--- src/design/jdkf_pkg.sv ---
// Shared types, codes and constants of the JSON direct key finder.
package jdkf_pkg;

    localparam int DEPTH_BITS_DEFAULT    = 8;
    localparam int OFFSET_BITS_DEFAULT   = 16;
    localparam int MAX_KEY_BYTES_DEFAULT = 16;

    localparam int KEY_WORD_BITS  = 64;
    localparam int KEY_LEN_BITS   = 5;
    localparam int CFG_INDEX_BITS = 2;

    localparam logic [7:0] CHAR_OBJ_OPEN  = 8'h7B;
    localparam logic [7:0] CHAR_OBJ_CLOSE = 8'h7D;
    localparam logic [7:0] CHAR_ARR_OPEN  = 8'h5B;
    localparam logic [7:0] CHAR_ARR_CLOSE = 8'h5D;
    localparam logic [7:0] CHAR_COLON     = 8'h3A;
    localparam logic [7:0] CHAR_QUOTE     = 8'h22;
    localparam logic [7:0] CHAR_BACKSLASH = 8'h5C;
    localparam logic [7:0] CHAR_SPACE     = 8'h20;
    localparam logic [7:0] CHAR_TAB       = 8'h09;
    localparam logic [7:0] CHAR_CR        = 8'h0D;

    typedef enum logic [CFG_INDEX_BITS-1:0] {
        CFG_KEY_LOW    = 2'd0,
        CFG_KEY_HIGH   = 2'd1,
        CFG_KEY_LENGTH = 2'd2
    } cfg_index_t;

    typedef enum logic [1:0] {
        STATUS_SEARCH    = 2'd0,
        STATUS_FOUND     = 2'd1,
        STATUS_NOT_FOUND = 2'd2,
        STATUS_OVERFLOW  = 2'd3
    } status_t;

    typedef enum logic [6:0] {
        MODE_IDLE        = 7'b0000001,
        MODE_SCAN        = 7'b0000010,
        MODE_STR         = 7'b0000100,
        MODE_KEY         = 7'b0001000,
        MODE_AFTER_KEY   = 7'b0010000,
        MODE_AFTER_COLON = 7'b0100000,
        MODE_DONE        = 7'b1000000
    } mode_t;

    typedef struct packed {
        logic [1:0]  status;
        logic [15:0] value_offset;
        logic [7:0]  value_byte;
    } result_t;

endpackage

--- src/design/jdkf_cfg_regs.sv ---
// Configuration registers holding the wanted key and its length.
module jdkf_cfg_regs
(
    input  logic                                 clk,
    input  logic                                 rst_n,
    input  logic                                 cfg_write,
    input  logic [jdkf_pkg::CFG_INDEX_BITS-1:0]  cfg_index,
    input  logic [jdkf_pkg::KEY_WORD_BITS-1:0]   cfg_data,
    output logic [2*jdkf_pkg::KEY_WORD_BITS-1:0] key_bytes,
    output logic [jdkf_pkg::KEY_LEN_BITS-1:0]    key_length
);

    logic [jdkf_pkg::KEY_WORD_BITS-1:0] key_low_reg;
    logic [jdkf_pkg::KEY_WORD_BITS-1:0] key_high_reg;
    logic [jdkf_pkg::KEY_LEN_BITS-1:0]  key_length_reg;

    always_ff @(posedge clk or negedge rst_n)
    begin
        if (!rst_n)
        begin
            key_low_reg    <= '0;
            key_high_reg   <= '0;
            key_length_reg <= '0;
        end
        else if (cfg_write)
        begin
            case (jdkf_pkg::cfg_index_t'(cfg_index))
                jdkf_pkg::CFG_KEY_LOW:    key_low_reg    <= cfg_data;
                jdkf_pkg::CFG_KEY_HIGH:   key_high_reg   <= cfg_data;
                jdkf_pkg::CFG_KEY_LENGTH:
                    key_length_reg <= cfg_data[jdkf_pkg::KEY_LEN_BITS-1:0];
                default: ;
            endcase
        end
    end

    assign key_bytes  = {key_high_reg, key_low_reg};
    assign key_length = key_length_reg;

endmodule

--- src/design/jdkf_scan_core.sv ---
// Scan state registers and the per-byte next-state and result logic.
module jdkf_scan_core
#(
    parameter int DEPTH_BITS    = jdkf_pkg::DEPTH_BITS_DEFAULT,
    parameter int OFFSET_BITS   = jdkf_pkg::OFFSET_BITS_DEFAULT,
    parameter int MAX_KEY_BYTES = jdkf_pkg::MAX_KEY_BYTES_DEFAULT
)
(
    input  logic                                 clk,
    input  logic                                 rst_n,
    input  logic                                 step_en,
    input  logic [7:0]                           data_byte,
    input  logic                                 start_flag,
    input  logic                                 end_flag,
    input  logic [2*jdkf_pkg::KEY_WORD_BITS-1:0] key_bytes,
    input  logic [jdkf_pkg::KEY_LEN_BITS-1:0]    key_length,
    output jdkf_pkg::result_t                    result
);

    localparam logic [jdkf_pkg::KEY_LEN_BITS-1:0] KEY_LIMIT =
        jdkf_pkg::KEY_LEN_BITS'(MAX_KEY_BYTES);

    jdkf_pkg::mode_t                  mode_reg, mode_next;
    logic [DEPTH_BITS-1:0]            brace_level_reg, brace_level_next;
    logic [DEPTH_BITS-1:0]            bracket_level_reg, bracket_level_next;
    logic                             escape_reg, escape_next;
    logic [jdkf_pkg::KEY_LEN_BITS-1:0] key_index_reg, key_index_next;
    logic                             key_match_reg, key_match_next;
    logic [OFFSET_BITS-1:0]           offset_reg, offset_next;
    jdkf_pkg::status_t                final_reg, final_next;

    logic       do_scan;
    logic       do_key;
    logic       is_ws;
    logic [7:0] wanted;

    assign is_ws  = data_byte inside {jdkf_pkg::CHAR_SPACE,
                                      [jdkf_pkg::CHAR_TAB:jdkf_pkg::CHAR_CR]};
    assign wanted = key_bytes[8*key_index_reg[3:0] +: 8];

    always_comb
    begin
        mode_next          = mode_reg;
        brace_level_next   = brace_level_reg;
        bracket_level_next = bracket_level_reg;
        escape_next        = escape_reg;
        key_index_next     = key_index_reg;
        key_match_next     = key_match_reg;
        offset_next        = offset_reg;
        final_next         = final_reg;
        do_scan            = 1'b0;
        do_key             = 1'b0;
        result             = '0;

        if (start_flag)
        begin
            offset_next        = '0;
            brace_level_next   = DEPTH_BITS'(1);
            bracket_level_next = '0;
            escape_next        = 1'b0;
            key_index_next     = '0;
            key_match_next     = 1'b1;
            final_next         = jdkf_pkg::STATUS_SEARCH;
            if (data_byte == jdkf_pkg::CHAR_OBJ_OPEN)
            begin
                mode_next = jdkf_pkg::MODE_SCAN;
            end
            else
            begin
                mode_next  = jdkf_pkg::MODE_DONE;
                final_next = jdkf_pkg::STATUS_NOT_FOUND;
            end
        end
        else if (mode_reg != jdkf_pkg::MODE_IDLE && mode_reg != jdkf_pkg::MODE_DONE)
        begin
            if (offset_reg != '1)
            begin
                offset_next = offset_reg + OFFSET_BITS'(1);
            end
            case (mode_reg)
                jdkf_pkg::MODE_STR:
                begin
                    if (escape_reg)
                        escape_next = 1'b0;
                    else if (data_byte == jdkf_pkg::CHAR_BACKSLASH)
                        escape_next = 1'b1;
                    else if (data_byte == jdkf_pkg::CHAR_QUOTE)
                        mode_next = jdkf_pkg::MODE_SCAN;
                end
                jdkf_pkg::MODE_KEY:
                begin
                    if (escape_reg)
                    begin
                        escape_next = 1'b0;
                        do_key      = 1'b1;
                    end
                    else if (data_byte == jdkf_pkg::CHAR_BACKSLASH)
                    begin
                        escape_next = 1'b1;
                        do_key      = 1'b1;
                    end
                    else if (data_byte == jdkf_pkg::CHAR_QUOTE)
                    begin
                        key_match_next = key_match_reg && (key_index_reg == key_length);
                        mode_next      = jdkf_pkg::MODE_AFTER_KEY;
                    end
                    else
                    begin
                        do_key = 1'b1;
                    end
                end
                jdkf_pkg::MODE_AFTER_KEY:
                begin
                    if (!is_ws)
                    begin
                        if (data_byte == jdkf_pkg::CHAR_COLON)
                        begin
                            mode_next = key_match_reg ? jdkf_pkg::MODE_AFTER_COLON
                                                      : jdkf_pkg::MODE_SCAN;
                        end
                        else
                        begin
                            mode_next = jdkf_pkg::MODE_SCAN;
                            do_scan   = 1'b1;
                        end
                    end
                end
                jdkf_pkg::MODE_AFTER_COLON:
                begin
                    if (!is_ws)
                    begin
                        mode_next           = jdkf_pkg::MODE_DONE;
                        final_next          = jdkf_pkg::STATUS_FOUND;
                        result.value_offset = 16'(offset_next);
                        result.value_byte   = data_byte;
                    end
                end
                default:
                begin
                    do_scan = 1'b1;
                end
            endcase

            if (do_key && key_match_reg)
            begin
                if (key_index_reg >= key_length || key_index_reg >= KEY_LIMIT ||
                    key_index_reg[jdkf_pkg::KEY_LEN_BITS-1] || wanted != data_byte)
                    key_match_next = 1'b0;
                else
                    key_index_next = key_index_reg + jdkf_pkg::KEY_LEN_BITS'(1);
            end

            if (do_scan)
            begin
                case (data_byte)
                    jdkf_pkg::CHAR_QUOTE:
                    begin
                        escape_next = 1'b0;
                        if (brace_level_reg == DEPTH_BITS'(1) && bracket_level_reg == '0)
                        begin
                            mode_next      = jdkf_pkg::MODE_KEY;
                            key_index_next = '0;
                            key_match_next = 1'b1;
                        end
                        else
                        begin
                            mode_next = jdkf_pkg::MODE_STR;
                        end
                    end
                    jdkf_pkg::CHAR_OBJ_OPEN:
                    begin
                        if (brace_level_reg == '1)
                        begin
                            mode_next  = jdkf_pkg::MODE_DONE;
                            final_next = jdkf_pkg::STATUS_OVERFLOW;
                        end
                        else
                        begin
                            brace_level_next = brace_level_reg + DEPTH_BITS'(1);
                        end
                    end
                    jdkf_pkg::CHAR_OBJ_CLOSE:
                    begin
                        if (brace_level_reg <= DEPTH_BITS'(1))
                        begin
                            brace_level_next = '0;
                            mode_next        = jdkf_pkg::MODE_DONE;
                            final_next       = jdkf_pkg::STATUS_NOT_FOUND;
                        end
                        else
                        begin
                            brace_level_next = brace_level_reg - DEPTH_BITS'(1);
                        end
                    end
                    jdkf_pkg::CHAR_ARR_OPEN:
                    begin
                        if (bracket_level_reg == '1)
                        begin
                            mode_next  = jdkf_pkg::MODE_DONE;
                            final_next = jdkf_pkg::STATUS_OVERFLOW;
                        end
                        else
                        begin
                            bracket_level_next = bracket_level_reg + DEPTH_BITS'(1);
                        end
                    end
                    jdkf_pkg::CHAR_ARR_CLOSE:
                    begin
                        if (bracket_level_reg != '0)
                            bracket_level_next = bracket_level_reg - DEPTH_BITS'(1);
                    end
                    default: ;
                endcase
            end
        end

        if (start_flag ||
            (mode_reg != jdkf_pkg::MODE_IDLE && mode_reg != jdkf_pkg::MODE_DONE))
        begin
            if (end_flag && mode_next != jdkf_pkg::MODE_DONE)
            begin
                mode_next  = jdkf_pkg::MODE_DONE;
                final_next = jdkf_pkg::STATUS_NOT_FOUND;
            end
            result.status = (mode_next == jdkf_pkg::MODE_DONE) ? final_next
                                                               : jdkf_pkg::STATUS_SEARCH;
            if (result.status != jdkf_pkg::STATUS_FOUND)
            begin
                result.value_offset = '0;
                result.value_byte   = '0;
            end
        end
        else
        begin
            result.status = final_reg;
        end
    end

    always_ff @(posedge clk or negedge rst_n)
    begin
        if (!rst_n)
        begin
            mode_reg          <= jdkf_pkg::MODE_IDLE;
            brace_level_reg   <= '0;
            bracket_level_reg <= '0;
            escape_reg        <= 1'b0;
            key_index_reg     <= '0;
            key_match_reg     <= 1'b1;
            offset_reg        <= '0;
            final_reg         <= jdkf_pkg::STATUS_SEARCH;
        end
        else if (step_en)
        begin
            mode_reg          <= mode_next;
            brace_level_reg   <= brace_level_next;
            bracket_level_reg <= bracket_level_next;
            escape_reg        <= escape_next;
            key_index_reg     <= key_index_next;
            key_match_reg     <= key_match_next;
            offset_reg        <= offset_next;
            final_reg         <= final_next;
        end
    end

endmodule

--- src/design/json_direct_key_finder.sv ---
// Top level of the JSON direct key finder: input register, scan core, result register.
//
// The block takes JSON text one byte per word on the input channel (data_byte,
// start_flag, end_flag under in_valid and in_stall) and returns one result word
// per input word on the output channel (status, value_offset, value_byte under
// out_valid and out_stall). A word with start_flag set must carry the opening
// brace of the object to search and restarts the scan. The result of each byte
// reports searching, found (with the offset and first byte of the value), not
// found, or depth overflow; once the search has ended, later bytes repeat that
// status until the next start word.
// The user must load the wanted key through cfg_write, cfg_index and cfg_data
// while the block is idle; the block itself does not enforce this. An accepted
// word is held in the input register, and its result is registered in the
// result register when the scan core steps on it, which sets out_valid. One
// word can enter and one result leave every cycle while out_stall is low. When
// out_stall is high the result register holds, the input register keeps one
// waiting word, and in_stall rises only once both are full. Reset empties both
// registers, clears the scan state to idle and clears the key registers.
module json_direct_key_finder
#(
    parameter int DEPTH_BITS    = jdkf_pkg::DEPTH_BITS_DEFAULT,
    parameter int OFFSET_BITS   = jdkf_pkg::OFFSET_BITS_DEFAULT,
    parameter int MAX_KEY_BYTES = jdkf_pkg::MAX_KEY_BYTES_DEFAULT
)
(
    input  logic                                clk,
    input  logic                                rst_n,
    input  logic                                cfg_write,
    input  logic [jdkf_pkg::CFG_INDEX_BITS-1:0] cfg_index,
    input  logic [jdkf_pkg::KEY_WORD_BITS-1:0]  cfg_data,
    input  logic                                in_valid,
    output logic                                in_stall,
    input  logic [7:0]                          data_byte,
    input  logic                                start_flag,
    input  logic                                end_flag,
    output logic                                out_valid,
    input  logic                                out_stall,
    output logic [1:0]                          status,
    output logic [15:0]                         value_offset,
    output logic [7:0]                          value_byte
);

    logic [2*jdkf_pkg::KEY_WORD_BITS-1:0] key_bytes;
    logic [jdkf_pkg::KEY_LEN_BITS-1:0]    key_length;

    logic       s1_valid_reg;
    logic [7:0] s1_byte_reg;
    logic       s1_start_reg;
    logic       s1_end_reg;

    logic              out_valid_reg;
    jdkf_pkg::result_t out_result_reg;
    jdkf_pkg::result_t core_result;

    logic advance;
    logic step_en;
    logic load;

    assign advance  = !out_valid_reg || !out_stall;
    assign step_en  = s1_valid_reg && advance;
    assign in_stall = s1_valid_reg && !advance;
    assign load     = in_valid && !in_stall;

    jdkf_cfg_regs u_cfg_regs
    (
        .clk        (clk),
        .rst_n      (rst_n),
        .cfg_write  (cfg_write),
        .cfg_index  (cfg_index),
        .cfg_data   (cfg_data),
        .key_bytes  (key_bytes),
        .key_length (key_length)
    );

    jdkf_scan_core
    #(
        .DEPTH_BITS    (DEPTH_BITS),
        .OFFSET_BITS   (OFFSET_BITS),
        .MAX_KEY_BYTES (MAX_KEY_BYTES)
    )
    u_scan_core
    (
        .clk        (clk),
        .rst_n      (rst_n),
        .step_en    (step_en),
        .data_byte  (s1_byte_reg),
        .start_flag (s1_start_reg),
        .end_flag   (s1_end_reg),
        .key_bytes  (key_bytes),
        .key_length (key_length),
        .result     (core_result)
    );

    always_ff @(posedge clk or negedge rst_n)
    begin
        if (!rst_n)
        begin
            s1_valid_reg <= 1'b0;
        end
        else if (load)
        begin
            s1_valid_reg <= 1'b1;
        end
        else if (advance)
        begin
            s1_valid_reg <= 1'b0;
        end
    end

    always_ff @(posedge clk)
    begin
        if (load)
        begin
            s1_byte_reg  <= data_byte;
            s1_start_reg <= start_flag;
            s1_end_reg   <= end_flag;
        end
    end

    always_ff @(posedge clk or negedge rst_n)
    begin
        if (!rst_n)
        begin
            out_valid_reg <= 1'b0;
        end
        else if (advance)
        begin
            out_valid_reg <= s1_valid_reg;
        end
    end

    always_ff @(posedge clk)
    begin
        if (step_en)
        begin
            out_result_reg <= core_result;
        end
    end

    assign out_valid    = out_valid_reg;
    assign status       = out_result_reg.status;
    assign value_offset = out_result_reg.value_offset;
    assign value_byte   = out_result_reg.value_byte;

    a_stall_needs_full: assert property (@(posedge clk) disable iff (!rst_n)
        in_stall |-> (s1_valid_reg && out_valid_reg))
        else $error("Input stalled while a register stage is empty.");

    a_word_moves_on: assert property (@(posedge clk) disable iff (!rst_n)
        step_en |=> out_valid_reg)
        else $error("A processed word did not reach the result register.");

    a_stalled_word_kept: assert property (@(posedge clk) disable iff (!rst_n)
        (s1_valid_reg && !advance) |=> (s1_valid_reg && $stable(s1_byte_reg)))
        else $error("Waiting input word was lost or changed.");

    a_value_only_when_found: assert property (@(posedge clk) disable iff (!rst_n)
        (out_valid_reg && out_result_reg.status != jdkf_pkg::STATUS_FOUND) |->
        (out_result_reg.value_offset == '0 && out_result_reg.value_byte == '0))
        else $error("Value fields set without a found status.");

endmodule
--- config.mk ---
export PLATFORM = sky130hd
export DESIGN_NAME = json_direct_key_finder
export DESIGN_NICKNAME = d
export VERILOG_FILES = /design/src/design/jdkf_pkg.sv /design/src/design/jdkf_cfg_regs.sv /design/src/design/jdkf_scan_core.sv /design/src/design/json_direct_key_finder.sv
export SDC_FILE = /design/constraint.sdc
export NUM_CORES = 1
export LEC_CHECK = 0
export BUFFER_PORTS_ARGS = -buffer_cell sky130_fd_sc_hd__buf_2
export CORE_MARGIN = 3
export CORE_UTILIZATION = 25
export CTS_CLUSTER_DIAMETER = 200
export DETAILED_ROUTE_END_ITERATION = 16
export SLEW_MARGIN = 20
export SYNTH_ARGS = -nofsm -noshare
export SYNTH_HDL_FRONTEND = slang
export SYNTH_SLANG_ARGS = --single-unit
--- constraint.sdc ---
create_clock -name clk -period 10 [get_ports clk]
set_input_delay 1.5 -clock clk [delete_from_list [all_inputs] [get_ports clk]]
set_output_delay 1.5 -clock clk [all_outputs]
set_load 0.02 [all_outputs]
==> run metrics <==
switching pwr 0.651 mW; min cycle time layout 4.05 ns; Pint 1.81 mW; latest clock arrival within the worst-skew pair 0.52 ns; clk sinks 219; Clock Skew 0.00912 ns; cell taking the most area after synthesis dfrtp_1; Die Footprint 0.0476 mm2; critical path class in -> reg; IO Port Bufs 108; First-pass DRT Iterations 5; cell area after synthesis 0.0113 mm2; nature of the critical path endpoint flip-flop; Hold Slack 0.498 ns; first-pass GRT wire length 44.6 mm; synth unique cells 76; Starting DRT DRC Count 450; share of the synthesized area in the top cell type 40.2%; GR Util All Layers 11.7%; number of max-cap violations 0; Clock power frac 37.6%; ys async rst share 83.6%; Logic pwr share 16.1%; final hold vios 0; status complete, no violations; Slew Limit Fails 0; sequential share of the synthesized area 50.3%; TritonCTS buffer count 25; relative slew slack 27.0%; slew of the pin with the lowest slew margin 1.09 ns; final setup violation count 0; Area after DPL 0.0124 mm2; gpl congestion 0.852; yosys warns 0; flop-to-flop setup slack 6.24 ns; pin count of the biggest net entering global routing 109; initial antenna violation count 15; crit path max fanout 29; Initial Utilization 25.4%; post-synthesis area per instance 12.3 um2; share of cells above drive strength 1 31.8%; nets@finish 1106; Synth area leaders dfrtp_1 (40%), mux2_2 (14%), edfxtp_1 (9.6%); HPWL after DPL 19.5 mm; Pleak 5.33 nW; CP startpoint kind input port; post-CTS setup buffer count 0; P&R area growth vs syn 17.6%; Finished Cell Area 0.0132 mm2; Hold WC Path Type reg -> reg; Setup TNS Final 0 ns; Post-Route WL 27.9 mm; post-CTS resize count 0; Max Fclk 247 MHz; vias in the first global route 7786; # rows 77; post-detailed-route count of antenna-violating nets 0; drt wl/cell 17.2 um; Critical Path AT 4.45 ns; CTS tree done; RSZ-0062 raised after global routing false; Sequential Power Share 46.2%; DR DRC count 0; gr ovfl total 0; H-tree depth 1; Via Count 7747; Vias/cell 4.77; Post-synth EDFFs 36; Sw Ratio 26.5%; WP data required 10.40 ns; Synth Net Count 1012; Die X-Extent 218 um; Core Region 0.0443 mm2; maximum clock path buffer count 3; Ports 109; final core utilization 29.9%; Power Density 186 mW/mm2; hold-fix buffers at CTS 0; Gate Count Post-Synth 914; worst slack at placement 5.55 ns; Peak VDD IR 0.162 mV; post-synthesis register bit count 219; most used flip-flop cell after synthesis dfrtp_1; CTS root buffer clkbuf_16; height of the chip 218 um; setup ws final 5.95 ns; Final Cycle Share 40.5%; clock slew at reported path FFs 0.06 ns
cell usage after synthesis (all sizes together), types with 15 or more instances:
master,n
nor4,15
mux2,136
o21ai,35
nand2,55
edfxtp,36
ha,16
mux4,31
mux2i,28
clkbuf,40
dfrtp,181
nand3,17
and3,15
a21oi,29
nor2,56
o31ai,16
inv,21
xnor2,18
per-stage QoR:
step                      instances  total power, mW
after floorplan                 914             1.42
after global placement         1573             1.54
after detailed placement       1573             1.55
final                          1623             2.46
after CTS                      1617             2.49
after global routing           1620             2.59
worst max-delay path, cell delays in order:
cell	delay [ns]
buf_2	0.09
nand2_1	0.06
nand2_1	0.33
clkinv_1	0.89
nand2_1	0.86
a31oi_1	0.21
and2_1	0.23
mux2_4	0.26
layout by cell type (no fill, tap or decap), types with 5 or more instances in the layout:
| cell type | instances |
|---|---|
| a21o_1 | 6 |
| a21oi_1 | 29 |
| a22o_1 | 6 |
| a31oi_1 | 8 |
| and3_1 | 15 |
| buf_2 | 107 |
| buf_4 | 9 |
| clkbuf_1 | 6 |
| clkbuf_16 | 26 |
| clkbuf_8 | 6 |
| dfrtp_1 | 180 |
| diode_2 | 6 |
| edfxtp_1 | 36 |
| ha_1 | 16 |
| inv_1 | 20 |
| mux2_2 | 135 |
| mux2i_1 | 28 |
| mux4_1 | 13 |
| mux4_2 | 18 |
| nand2_1 | 55 |
| nand2b_1 | 10 |
| nand3_1 | 17 |
| nand4_1 | 8 |
| nor2_1 | 56 |
| nor2b_1 | 8 |
| nor3_1 | 13 |
| nor4_1 | 13 |
| o21ai_0 | 31 |
| o31ai_1 | 16 |
| or3_1 | 5 |
| or4_1 | 6 |
| xnor2_1 | 18 |
| xor2_1 | 9 |
metal layers:
metal | vias up | wire length (um) | track usage, %
li1 | 3638 | - | -
met1 | 3841 | 12400 | 15.5
met2 | 192 | 13100 | 19.1
met3 | 58 | 1830 | 3.14
met4 | 18 | 461 | 2.48
met5 | - | 105 | 0
power by group through the flow:
stage / clock, mW / combinational [mW] / sequential (mW)
2_1_floorplan: 0 / 0.298 / 1.12
3_3_place_gp: 0 / 0.388 / 1.15
3_5_place_dp: 0 / 0.400 / 1.15
4_1_cts: 0.953 / 0.402 / 1.14
5_1_grt: 0.994 / 0.440 / 1.16
6_report: 0.926 / 0.396 / 1.14
path summary, 6_finish.rpt:
path,endpoint,cells past startpoint,start
setup / recovery,u_scan_core.key_index_reg[0]$_DFFE_PN0P_,8,out_stall
hold / removal,u_cfg_regs.key_high_reg[36]$_DFFE_PN0P_,1,u_cfg_regs.key_high_reg[36]$_DFFE_PN0P_
setup reg to reg,u_scan_core.bracket_level_reg[7]$_DFFE_PN0P_,12,s1_byte_reg[7]$_DFFE_PP_
hold reg to reg,u_cfg_regs.key_high_reg[36]$_DFFE_PN0P_,1,u_cfg_regs.key_high_reg[36]$_DFFE_PN0P_
max in group asynchronous,u_scan_core.brace_level_reg[1]$_DFFE_PN0P_,2,rst_n
min in group asynchronous,u_cfg_regs.key_high_reg[63]$_DFFE_PN0P_,1,rst_n
logic make-up (layout without fill, tap and decap cells):
logic type      Yosys count  count (layout)  share of synthesized area (%)
mux                     195             195                           22.8
other cells               0               6                              0
buf+inv                  73             184                           2.82
compound gates          146             146                           8.87
xor+xnor                 27              27                           2.10
flops                   219             219                           50.3
simple gates            237             237                           11.2
fa+ha+maj                17              17                           1.96
final cells by class:
type	instances	area, um2
Multi-Input combinational cell	622	5280
Inverter	22	82.6
Fill cell	4594	31100
Sequential cell	219	5660
Clock inverter	7	88.8
Timing Repair Buffer	118	628
Clock buffer	37	742
Tap cell	592	741
Antenna cell	6	15.0
No activity file was read; power rests on OpenSTA's default activity.
